===== src/design/lmrm_pkg.sv =====
package lmrm_pkg;

    localparam int MAX_WIDTH_DEFAULT  = 4096;
    localparam int MAX_HEIGHT_DEFAULT = 4096;

    localparam int PIXEL_W    = 8;
    localparam int SIZE_W     = 13;
    localparam int LABEL_W    = 8;
    localparam int CFG_DATA_W = 13;
    localparam int CFG_IDX_W  = 2;

    localparam int AREA_W = 25;
    localparam int SX_W   = 35;
    localparam int SY_W   = 35;
    localparam int SXX_W  = 47;
    localparam int SXY_W  = 46;
    localparam int SYY_W  = 47;

    localparam logic [CFG_IDX_W-1:0] REG_FRAME_WIDTH  = 2'd0;
    localparam logic [CFG_IDX_W-1:0] REG_FRAME_HEIGHT = 2'd1;
    localparam logic [CFG_IDX_W-1:0] REG_LABEL_VALUE  = 2'd2;

    localparam logic [SIZE_W-1:0]  FRAME_WIDTH_RESET  = 13'd4096;
    localparam logic [SIZE_W-1:0]  FRAME_HEIGHT_RESET = 13'd4096;
    localparam logic [LABEL_W-1:0] LABEL_VALUE_RESET  = 8'd0;

endpackage


===== src/design/label_mask_raw_moments.sv =====
// Raw second-order moments of one label in a streamed label frame.
//
// Input channel: in_valid / in_stall / pixel, one label pixel per transfer in
// row-major order. Internal column and row counters give each pixel's position.
// Configuration: cfg_wr_en with cfg_index / cfg_data writes frame_width (0),
// frame_height (1) or label_value (2); other indexes are ignored. Sizes of 0
// act as 1, sizes above MAX_WIDTH / MAX_HEIGHT act as the maximum.
// Output channel: out_valid / out_stall with area, sum_x, sum_y, sum_xx,
// sum_xy, sum_yy; one transfer per frame, carrying the totals over the frame.
//
// Throughput: one pixel per cycle while in_stall is low. Three register stages
// (input capture, product, accumulate/result); the totals are registered when
// the last pixel of a frame moves from the product to the result stage. The
// next frame streams in while a result waits; only when a second frame end
// reaches the product stage while the result register is still held does
// in_stall rise, until out_stall drops.
// Reset clears counters, accumulators and pipeline valids and loads the
// default configuration (4096 x 4096, label 0).
module label_mask_raw_moments #(
    parameter int MAX_WIDTH  = lmrm_pkg::MAX_WIDTH_DEFAULT,
    parameter int MAX_HEIGHT = lmrm_pkg::MAX_HEIGHT_DEFAULT
) (
    input  logic                               clk,
    input  logic                               rst_n,
    input  logic                               cfg_wr_en,
    input  logic [lmrm_pkg::CFG_IDX_W-1:0]     cfg_index,
    input  logic [lmrm_pkg::CFG_DATA_W-1:0]    cfg_data,
    input  logic                               in_valid,
    output logic                               in_stall,
    input  logic [lmrm_pkg::PIXEL_W-1:0]       pixel,
    output logic                               out_valid,
    input  logic                               out_stall,
    output logic [lmrm_pkg::AREA_W-1:0]        area,
    output logic [lmrm_pkg::SX_W-1:0]          sum_x,
    output logic [lmrm_pkg::SY_W-1:0]          sum_y,
    output logic [lmrm_pkg::SXX_W-1:0]         sum_xx,
    output logic [lmrm_pkg::SXY_W-1:0]         sum_xy,
    output logic [lmrm_pkg::SYY_W-1:0]         sum_yy
);

    localparam int CW    = (MAX_WIDTH > 1) ? $clog2(MAX_WIDTH) : 1;
    localparam int RW    = (MAX_HEIGHT > 1) ? $clog2(MAX_HEIGHT) : 1;
    localparam int PXX_W = 2 * CW;
    localparam int PXY_W = CW + RW;
    localparam int PYY_W = 2 * RW;

    // configuration
    logic [lmrm_pkg::SIZE_W-1:0]  frame_width_reg;
    logic [lmrm_pkg::SIZE_W-1:0]  frame_height_reg;
    logic [lmrm_pkg::LABEL_W-1:0] label_value_reg;

    always_ff @(posedge clk or negedge rst_n)
    begin
        if (!rst_n)
        begin
            frame_width_reg  <= lmrm_pkg::FRAME_WIDTH_RESET;
            frame_height_reg <= lmrm_pkg::FRAME_HEIGHT_RESET;
            label_value_reg  <= lmrm_pkg::LABEL_VALUE_RESET;
        end
        else if (cfg_wr_en)
        begin
            case (cfg_index)
                lmrm_pkg::REG_FRAME_WIDTH:  frame_width_reg  <= cfg_data;
                lmrm_pkg::REG_FRAME_HEIGHT: frame_height_reg <= cfg_data;
                lmrm_pkg::REG_LABEL_VALUE:
                    label_value_reg <= cfg_data[lmrm_pkg::LABEL_W-1:0];
                default: ;
            endcase
        end
    end

    // effective sizes
    logic [CW:0] width_eff;
    logic [RW:0] height_eff;

    always_comb
    begin
        if (frame_width_reg == '0)
            width_eff = (CW+1)'(1);
        else if (32'(frame_width_reg) > MAX_WIDTH)
            width_eff = (CW+1)'(MAX_WIDTH);
        else
            width_eff = (CW+1)'(frame_width_reg);

        if (frame_height_reg == '0)
            height_eff = (RW+1)'(1);
        else if (32'(frame_height_reg) > MAX_HEIGHT)
            height_eff = (RW+1)'(MAX_HEIGHT);
        else
            height_eff = (RW+1)'(frame_height_reg);
    end

    // handshake and stage movement
    logic a_valid_reg, b_valid_reg, out_valid_reg;
    logic b_last_reg;
    logic in_fire, a_fire, b_take, b_free;

    assign b_take   = b_valid_reg && !(b_last_reg && out_valid_reg && out_stall);
    assign b_free   = !b_valid_reg || b_take;
    assign a_fire   = a_valid_reg && b_free;
    assign in_stall = a_valid_reg && !b_free;
    assign in_fire  = in_valid && !in_stall;

    // position counters
    logic [CW-1:0] col_reg, col_next;
    logic [RW-1:0] row_reg, row_next;
    logic          row_end, frame_end, in_last;

    assign row_end   = ({1'b0, col_reg} + (CW+1)'(1)) >= width_eff;
    assign frame_end = ({1'b0, row_reg} + (RW+1)'(1)) >= height_eff;
    assign in_last   = row_end && frame_end;

    always_comb
    begin
        col_next = col_reg;
        row_next = row_reg;
        if (in_fire)
        begin
            if (row_end)
            begin
                col_next = '0;
                row_next = frame_end ? '0 : row_reg + RW'(1);
            end
            else
            begin
                col_next = col_reg + CW'(1);
            end
        end
    end

    always_ff @(posedge clk or negedge rst_n)
    begin
        if (!rst_n)
        begin
            col_reg <= '0;
            row_reg <= '0;
        end
        else
        begin
            col_reg <= col_next;
            row_reg <= row_next;
        end
    end

    // stage A: captured pixel position and match
    logic          a_match_reg, a_last_reg;
    logic [CW-1:0] a_x_reg;
    logic [RW-1:0] a_y_reg;

    always_ff @(posedge clk or negedge rst_n)
    begin
        if (!rst_n)
            a_valid_reg <= 1'b0;
        else if (in_fire)
            a_valid_reg <= 1'b1;
        else if (a_fire)
            a_valid_reg <= 1'b0;
    end

    always_ff @(posedge clk)
    begin
        if (in_fire)
        begin
            a_match_reg <= (pixel == label_value_reg);
            a_last_reg  <= in_last;
            a_x_reg     <= col_reg;
            a_y_reg     <= row_reg;
        end
    end

    // stage B: products
    logic             b_match_reg;
    logic [CW-1:0]    b_x_reg;
    logic [RW-1:0]    b_y_reg;
    logic [PXX_W-1:0] b_xx_reg;
    logic [PXY_W-1:0] b_xy_reg;
    logic [PYY_W-1:0] b_yy_reg;

    always_ff @(posedge clk or negedge rst_n)
    begin
        if (!rst_n)
            b_valid_reg <= 1'b0;
        else if (a_fire)
            b_valid_reg <= 1'b1;
        else if (b_take)
            b_valid_reg <= 1'b0;
    end

    always_ff @(posedge clk)
    begin
        if (a_fire)
        begin
            b_match_reg <= a_match_reg;
            b_last_reg  <= a_last_reg;
            b_x_reg     <= a_x_reg;
            b_y_reg     <= a_y_reg;
            b_xx_reg    <= PXX_W'(a_x_reg) * PXX_W'(a_x_reg);
            b_xy_reg    <= PXY_W'(a_x_reg) * PXY_W'(a_y_reg);
            b_yy_reg    <= PYY_W'(a_y_reg) * PYY_W'(a_y_reg);
        end
    end

    // stage C: accumulators and result register
    logic [lmrm_pkg::AREA_W-1:0] acc_area_reg, area_next;
    logic [lmrm_pkg::SX_W-1:0]   acc_x_reg, x_next;
    logic [lmrm_pkg::SY_W-1:0]   acc_y_reg, y_next;
    logic [lmrm_pkg::SXX_W-1:0]  acc_xx_reg, xx_next;
    logic [lmrm_pkg::SXY_W-1:0]  acc_xy_reg, xy_next;
    logic [lmrm_pkg::SYY_W-1:0]  acc_yy_reg, yy_next;

    logic [lmrm_pkg::AREA_W-1:0] area_reg;
    logic [lmrm_pkg::SX_W-1:0]   sum_x_reg;
    logic [lmrm_pkg::SY_W-1:0]   sum_y_reg;
    logic [lmrm_pkg::SXX_W-1:0]  sum_xx_reg;
    logic [lmrm_pkg::SXY_W-1:0]  sum_xy_reg;
    logic [lmrm_pkg::SYY_W-1:0]  sum_yy_reg;

    always_comb
    begin
        area_next = acc_area_reg;
        x_next    = acc_x_reg;
        y_next    = acc_y_reg;
        xx_next   = acc_xx_reg;
        xy_next   = acc_xy_reg;
        yy_next   = acc_yy_reg;
        if (b_match_reg)
        begin
            area_next = acc_area_reg + lmrm_pkg::AREA_W'(1);
            x_next    = acc_x_reg  + lmrm_pkg::SX_W'(b_x_reg);
            y_next    = acc_y_reg  + lmrm_pkg::SY_W'(b_y_reg);
            xx_next   = acc_xx_reg + lmrm_pkg::SXX_W'(b_xx_reg);
            xy_next   = acc_xy_reg + lmrm_pkg::SXY_W'(b_xy_reg);
            yy_next   = acc_yy_reg + lmrm_pkg::SYY_W'(b_yy_reg);
        end
    end

    always_ff @(posedge clk or negedge rst_n)
    begin
        if (!rst_n)
        begin
            acc_area_reg <= '0;
            acc_x_reg    <= '0;
            acc_y_reg    <= '0;
            acc_xx_reg   <= '0;
            acc_xy_reg   <= '0;
            acc_yy_reg   <= '0;
        end
        else if (b_take)
        begin
            // frame end restarts the totals for the next frame
            acc_area_reg <= b_last_reg ? '0 : area_next;
            acc_x_reg    <= b_last_reg ? '0 : x_next;
            acc_y_reg    <= b_last_reg ? '0 : y_next;
            acc_xx_reg   <= b_last_reg ? '0 : xx_next;
            acc_xy_reg   <= b_last_reg ? '0 : xy_next;
            acc_yy_reg   <= b_last_reg ? '0 : yy_next;
        end
    end

    always_ff @(posedge clk or negedge rst_n)
    begin
        if (!rst_n)
            out_valid_reg <= 1'b0;
        else if (b_take && b_last_reg)
            out_valid_reg <= 1'b1;
        else if (!out_stall)
            out_valid_reg <= 1'b0;
    end

    always_ff @(posedge clk)
    begin
        if (b_take && b_last_reg)
        begin
            area_reg   <= area_next;
            sum_x_reg  <= x_next;
            sum_y_reg  <= y_next;
            sum_xx_reg <= xx_next;
            sum_xy_reg <= xy_next;
            sum_yy_reg <= yy_next;
        end
    end

    assign out_valid = out_valid_reg;
    assign area      = area_reg;
    assign sum_x     = sum_x_reg;
    assign sum_y     = sum_y_reg;
    assign sum_xx    = sum_xx_reg;
    assign sum_xy    = sum_xy_reg;
    assign sum_yy    = sum_yy_reg;

`ifndef SYNTHESIS
    ast_counter_bound: assert property (@(posedge clk) disable iff (!rst_n)
        (32'(col_reg) < MAX_WIDTH) && (32'(row_reg) < MAX_HEIGHT))
        else $error("position counter beyond frame maximum");

    ast_frame_wrap: assert property (@(posedge clk) disable iff (!rst_n)
        in_fire && in_last |=> (col_reg == '0) && (row_reg == '0))
        else $error("counters not cleared after last pixel");

    ast_stall_cause: assert property (@(posedge clk) disable iff (!rst_n)
        in_stall |-> a_valid_reg && b_valid_reg && b_last_reg && out_valid_reg)
        else $error("input stalled without a held frame result");

    ast_result_source: assert property (@(posedge clk) disable iff (!rst_n)
        $rose(out_valid_reg) |-> $past(b_take && b_last_reg))
        else $error("result raised without a frame end");

    ast_acc_cleared: assert property (@(posedge clk) disable iff (!rst_n)
        b_take && b_last_reg |=> (acc_area_reg == '0) && (acc_xx_reg == '0))
        else $error("accumulators not cleared at frame end");
`endif

endmodule


===== config.mk =====
export PLATFORM = sky130hd
export DESIGN_NAME = label_mask_raw_moments
export DESIGN_NICKNAME = d
export VERILOG_FILES = /design/src/design/lmrm_pkg.sv /design/src/design/label_mask_raw_moments.sv
export SDC_FILE = /design/constraint.sdc
export NUM_CORES = 2
export LEC_CHECK = 0
export BUFFER_PORTS_ARGS = -buffer_cell sky130_fd_sc_hd__buf_4
export CAP_MARGIN = 20
export CORE_UTILIZATION = 57
export CTS_BUF_LIST = sky130_fd_sc_hd__clkbuf_16
export DETAILED_ROUTE_END_ITERATION = 16
export GPL_ROUTABILITY_DRIVEN = 0
export PLACE_DENSITY = 0.78
export SETUP_SLACK_MARGIN = 0.5
export SLEW_MARGIN = 20
export SYNTH_ARGS = -nofsm -noshare
export SYNTH_HDL_FRONTEND = slang
export SYNTH_SLANG_ARGS = --single-unit

===== constraint.sdc =====
create_clock -name clk -period 6.8 [get_ports clk]
set_input_delay 2.04 -clock clk [delete_from_list [all_inputs] [get_ports clk]]
set_output_delay 2.04 -clock clk [all_outputs]
set_load 0.1 [all_outputs]

### After elaboration in Yosys (flattened, before gate mapping)

Index checks and enable logic that the tools add are counted.

| word-level totals | value |
|---|---|
| output and inout port bits | 237 |
| word-level logic and storage cells | 98 |
| flip-flop bits (word level) | 655 |
| input bits | 28 |

| operators by class | value |
|---|---|
| $add $sub $neg | 10 |
| reduce and logical (&&, ||, !) cells | 22 |
| multiply operators | 3 |
| muxes and demuxes | 24 |
| eq/ne operators | 4 |
| order comparisons | 4 |

Operator list:

| kind | number |
|---|---|
| 47-bit 2-to-1 mux | 4 |
| 35-bit 2-to-1 mux | 4 |
| 47-bit by 24-bit adder with 47-bit output | 2 |
| 46-bit 2-to-1 mux | 2 |
| 12-bit by 12-bit multiplier with 24-bit output | 3 |
| 35-bit by 12-bit adder with 35-bit output | 2 |
| 13-bit 2-to-1 mux | 4 |
| 25-bit 2-to-1 mux | 2 |
| 46-bit by 24-bit adder with 46-bit output | 1 |
| 12-bit by 1-bit adder with 13-bit output (second input constant) | 2 |
| 13-bit greater-or-equal comparator | 2 |
| 13-bit > comparator (second input constant) | 2 |
| 13-bit zero test | 2 |
| 25-bit by 1-bit adder with 25-bit output (second input constant) | 1 |
| 12-bit by 1-bit adder with 12-bit output (second input constant) | 2 |
| 12-bit 2-to-1 mux | 2 |
| 8-bit == test | 1 |
| 1-bit logical AND | 8 |
| 2-bit AND reduction | 4 |
| 1-bit 2-to-1 mux | 6 |
| 1-bit zero test | 4 |
| 2-bit nonzero test | 2 |
| 2-bit by 1-bit == test with 1-bit output (second input constant) | 1 |
| 2-bit == test (second input constant) | 1 |
| other kinds (3) | 3 |

### Depth between registers and ports, before layout

| depth | value |
|---|---|
| word-level depth | 10 |
| depth in mapped cells | 22 |

### Worst setup path after synthesis

No wires, ideal clock.

| timing path | value |
|---|---|
| kind | input to register |
| start point | input out_stall |
| end point | register area_reg (netlist bit area[0]), enable pin |
| data arrival time | 7.171 ns |
| cell stages on the path | 5 |
| buffers on the path | 1 |
| data required time | 6.214 ns |
| slack | -0.957 ns |
| cell sequence | nand3_1 and2_1 clkbuf_1 nand2_1 inv_1 |

| on the way | value |
|---|---|
| word-level cells in the longest chain between the ends | 4 |

Ends and longest elaborated chain:

| item | line | text |
|---|---|---|
| from (decl) | label_mask_raw_moments.sv:32 | `input logic out_stall,` |
| 1-bit logical AND | label_mask_raw_moments.sv:98 | `assign b_take = b_valid_reg && !(b_last_reg && out_valid_reg && out_stall);` |
| 1-bit zero test | label_mask_raw_moments.sv:98 |  |
| 1-bit logical AND | label_mask_raw_moments.sv:98 |  |
| 1-bit logical AND | label_mask_raw_moments.sv:272 | `if (b_take && b_last_reg)` |
| to (signal assigned) | label_mask_raw_moments.sv:274 | `area_reg <= area_next;` |
| to (decl) | label_mask_raw_moments.sv:211 | `logic [lmrm_pkg::AREA_W-1:0] area_reg;` |

Every way passes these cells.
A chain may end at the register's enable or synchronous reset.

### Worst setup path in the final report

| timing path | value |
|---|---|
| start point | register a_x_reg[7] |
| end point | register b_xx_reg[22] (data pin) |

| on the way | value |
|---|---|
| word-level cells in the longest chain between the ends | 1 |

Ends and longest elaborated chain:

| item | line | text |
|---|---|---|
| from (decl) | label_mask_raw_moments.sv:147 | `logic [CW-1:0] a_x_reg;` |
| from (signal assigned) | label_mask_raw_moments.sv:166 | `a_x_reg <= col_reg;` |
| 12-bit by 12-bit multiplier with 24-bit output | label_mask_raw_moments.sv:197 | `b_xx_reg <= PXX_W'(a_x_reg) * PXX_W'(a_x_reg);` |
| to (signal assigned) | label_mask_raw_moments.sv:197 |  |
| to (decl) | label_mask_raw_moments.sv:175 | `logic [PXX_W-1:0] b_xx_reg;` |

Every way passes these cells.

==> metrics <==
Buf/Inv on CP=5; most area-hungry cell type in the Yosys netlist=edfxtp_1; TritonCTS clock tree=yes; largest net degree at the start of global routing=~120; Fin. Hold Viols=0; Max Root-Sink Buffers=3; switching power=just under 9 mW; clk root buf=clkbuf_16; Max-cap violations=0; wire length per cell=18.3 um; #FFs+latches synth=approximately 650; RSZ-0062 raised after global routing=false; # IOs=approximately 270; Critical-path top delay cell=or4_1; Mapped Avg Cell Area=10.5 sq um; Internal Power=between 10 and 15 mW; mux cell area share after synthesis=0.0302; number of antenna-violating nets in the routed design=0; vias in the first global route=~32,000; Critical Path, Cell by Cell=nand2_1 -> inv_1 -> fa_1 -> fa_1 -> inv_1 -> fa_1 -> inv_1 -> fa_1 -> inv_1 -> fa_1 -> inv_1 -> ha_1 -> or4_1 -> o22ai_2 -> o211ai_1 -> o41a_1 -> a311o_1 -> nor3_1 -> a21oi_1 -> xor2_1; final net count=~5,100; number of hold buffers added after cts=0; n_diodes=0; Remaining DRCs=0; final worst-path cycle share=0.894; Reg area=0.0181 sq mm; clock network power share=0.192; share of layout cells above drive strength 1=0.131; Setup TNS Final=0 ns; drt via density=about 5.8; Synth Area in Adders=0.204; first-pass GRT wire length=164 mm; DR pass1 iterations=6; DP Wirelength=72.5 mm; Initial DRC Count=between 2,000 and 2,500; H-tree depth=3; post-layout util=0.648; Final Cell Area=between 0.05 and 0.06 sq mm; Sw Ratio=0.437; Worst Hold Class=reg2reg; die width=around 280 um; crit-path leading delay family=adder cells; CP Max Fanout=10; largest family of logic cells by synthesized area=adder cells; syn_nets=between 4,000 and 5,000; vias=32,100; CP Capture Type=flip-flop; Synth Area in Simple Gates=0.119; Worst slew margin=0.301; Yosys warning count=0; Setup WS post-layout=approximately 0.7 ns; cell count after synthesis=around 4,200; Max Clk Rate=between 0.15 and 0.2 GHz; Compound-Gate Fraction of Synth Area=0.126; multi-input logic area=between 0.02 and 0.025 sq mm; Mapped Area=between 0.04 and 0.05 sq mm; Seq pwr share=0.289; Total Routing Usage GR=0.259; fin cells=5,563; Setup CP Type=reg2reg; post-layout min period=between 6 and 7 ns; Worst Tran Pin Value=between 1 and 1.5 ns; worst-skew pair later-pin latency=approximately 0.63 ns; Setup violations, final=0; Netlist cell types=87; Critical Path Max Stage Delay=0.56 ns; Worst-path clk slew=around 0.06 ns; leak pwr=23.4 nW; GR Overflow Total=0; status=completed; routed wire length=a little over 100 mm; ys flop type=edfxtp_1; row count=102; worst-case vdd ir drop=0.290 mV; Fin Hold WS=~0.42 ns; Worst Setup Start Kind=flip-flop; Gate power share=0.519; worst endpoint required time=~7 ns; number of synthesized flops with an enable pin=approximately 360; fillers=approximately 5,900; PD cells=about 400 mW/mm^2; top-area cell type share of the netlist area=0.239; Num CTS Buffers=72; sequential element share of the synthesized area=0.405; placed cell count=roughly 5,400; Worst Clk Skew=a little under 0.05 ns; initial core utilization=0.576; Slew Viols, Final=0; Clock Sinks=about 650; asr flop ratio synth=0.455; xor/xnor share of the synthesized area=0.0606; area grow syn2layout=12.5%; Placed Area=between 0.04 and 0.05 sq mm; Die Footprint=between 0.07 and 0.08 sq mm; Worst Path Arrival=6.46 ns; core area=0.0775 sq mm; Synth area leaders=edfxtp_1 (24%), dfrtp_1 (16%), fa_1 (12%); initial antenna violation count=0; port buffer count=around 260; DIE HEIGHT=around 280 um; post-place setup slack=about 0.55 ns; total power=20.1 mW
cells in the final DEF, fill, tap and decap left out, types with 31 or more instances in the layout:
master and count:
inv_1 498, nand2_1 427, edfxtp_1 355, buf_4 318
ha_1 302, dfrtp_1 294, fa_1 267, o21ai_0 222
xnor2_1 216, a21oi_1 160, nor2_1 154, and2_1 140
mux2_2 119, xor2_1 93, a22o_1 88, nand3_1 82
a21o_1 78, clkbuf_16 73, a31oi_1 65, and3_1 61
o31ai_1 59, nor3_1 45, nand4_1 34, o21a_1 31
nor2b_1 31
layer usage:
layer,track usage,vias up,part of all wire
met5,0,-,0
met4,0.0871,0,0.027
met1,0.346,15800,0.42
met3,0.0376,187,0.065
met2,0.432,1094,0.48
li1,-,15100,-
power groups by stage:
stage	sequential [mW]	combinational, mW	clock (mW)
after global routing	5.87	11.5	4.09
after floorplan	7.41	6.41	0
final	5.79	10.4	3.85
after CTS	5.80	10.4	3.92
after global placement	5.86	10.0	0
after detailed placement	5.87	10.2	0
path summary, 6_finish.rpt:
| kind | startpoint | end | slack [ns] | depth (start not counted) |
|---|---|---|---|---|
| worst max-delay path | a_x_reg[7]$_DFFE_PP_ | b_xx_reg[22]$_DFFE_PP_ | 0.72 | 20 |
| worst min register to register | a_match_reg$_DFFE_PP_ | b_match_reg$_DFFE_PP_ | 0.42 | 0 |
| max in group asynchronous | rst_n | row_reg[7]$_DFFE_PN0P_ | 4.22 | 2 |
| min in group asynchronous | rst_n | acc_xy_reg[33]$_DFFE_PN0P_ | 1.40 | 1 |
| worst min-delay path | a_match_reg$_DFFE_PP_ | b_match_reg$_DFFE_PP_ | 0.42 | 0 |
| worst max register to register | a_x_reg[7]$_DFFE_PP_ | b_xx_reg[22]$_DFFE_PP_ | 0.72 | 20 |
cell usage after synthesis (10+ instances only):
cell / n
a31oi_1: 65
o41ai_1: 11
o21ai_0: 222
nand3b_1: 15
clkbuf_1: 156
and4_1: 16
a22o_1: 88
o211ai_1: 13
and2_1: 142
a21o_1: 78
nand3_1: 83
inv_1: 476
nor2_1: 156
o21bai_1: 15
mux2_2: 119
xor2_1: 93
a211oi_1: 10
buf_1: 11
nand2b_1: 27
nand4_1: 34
ha_1: 302
dfrtp_1: 294
o31ai_1: 59
nor3_1: 45
fa_1: 267
or3_1: 15
nor2b_1: 32
xnor2_1: 216
edfxtp_1: 355
o21a_1: 31
nand2_1: 429
a21oi_1: 160
nor4_1: 10
and3_1: 61
kinds of logic after synthesis:
logic type,after synthesis
and+or+nand+nor,1093
AOI/OAI and AO/OA,847
buffers and inverters,652
DFF,651
adders and majority gates,569
xor gates and xnor gates,309
muxes,120
cell type report:
class                           instances  area share
Inverter                              476      0.0357
Clock buffer                           73      0.0364
Sequential cell                       651       0.360
Clock inverter                         61      0.0103
Tap cell                             1040      0.0259
Multi-Input combinational cell       2938       0.482
Timing Repair Buffer                  324      0.0499
repair_timing:
item,4_1_cts,5_1_grt
pin swaps,0,2
buffers inserted,3,10
resized for setup,0,1
setup endpoints to repair,1,1
Power figures use the tool's default switching activity.
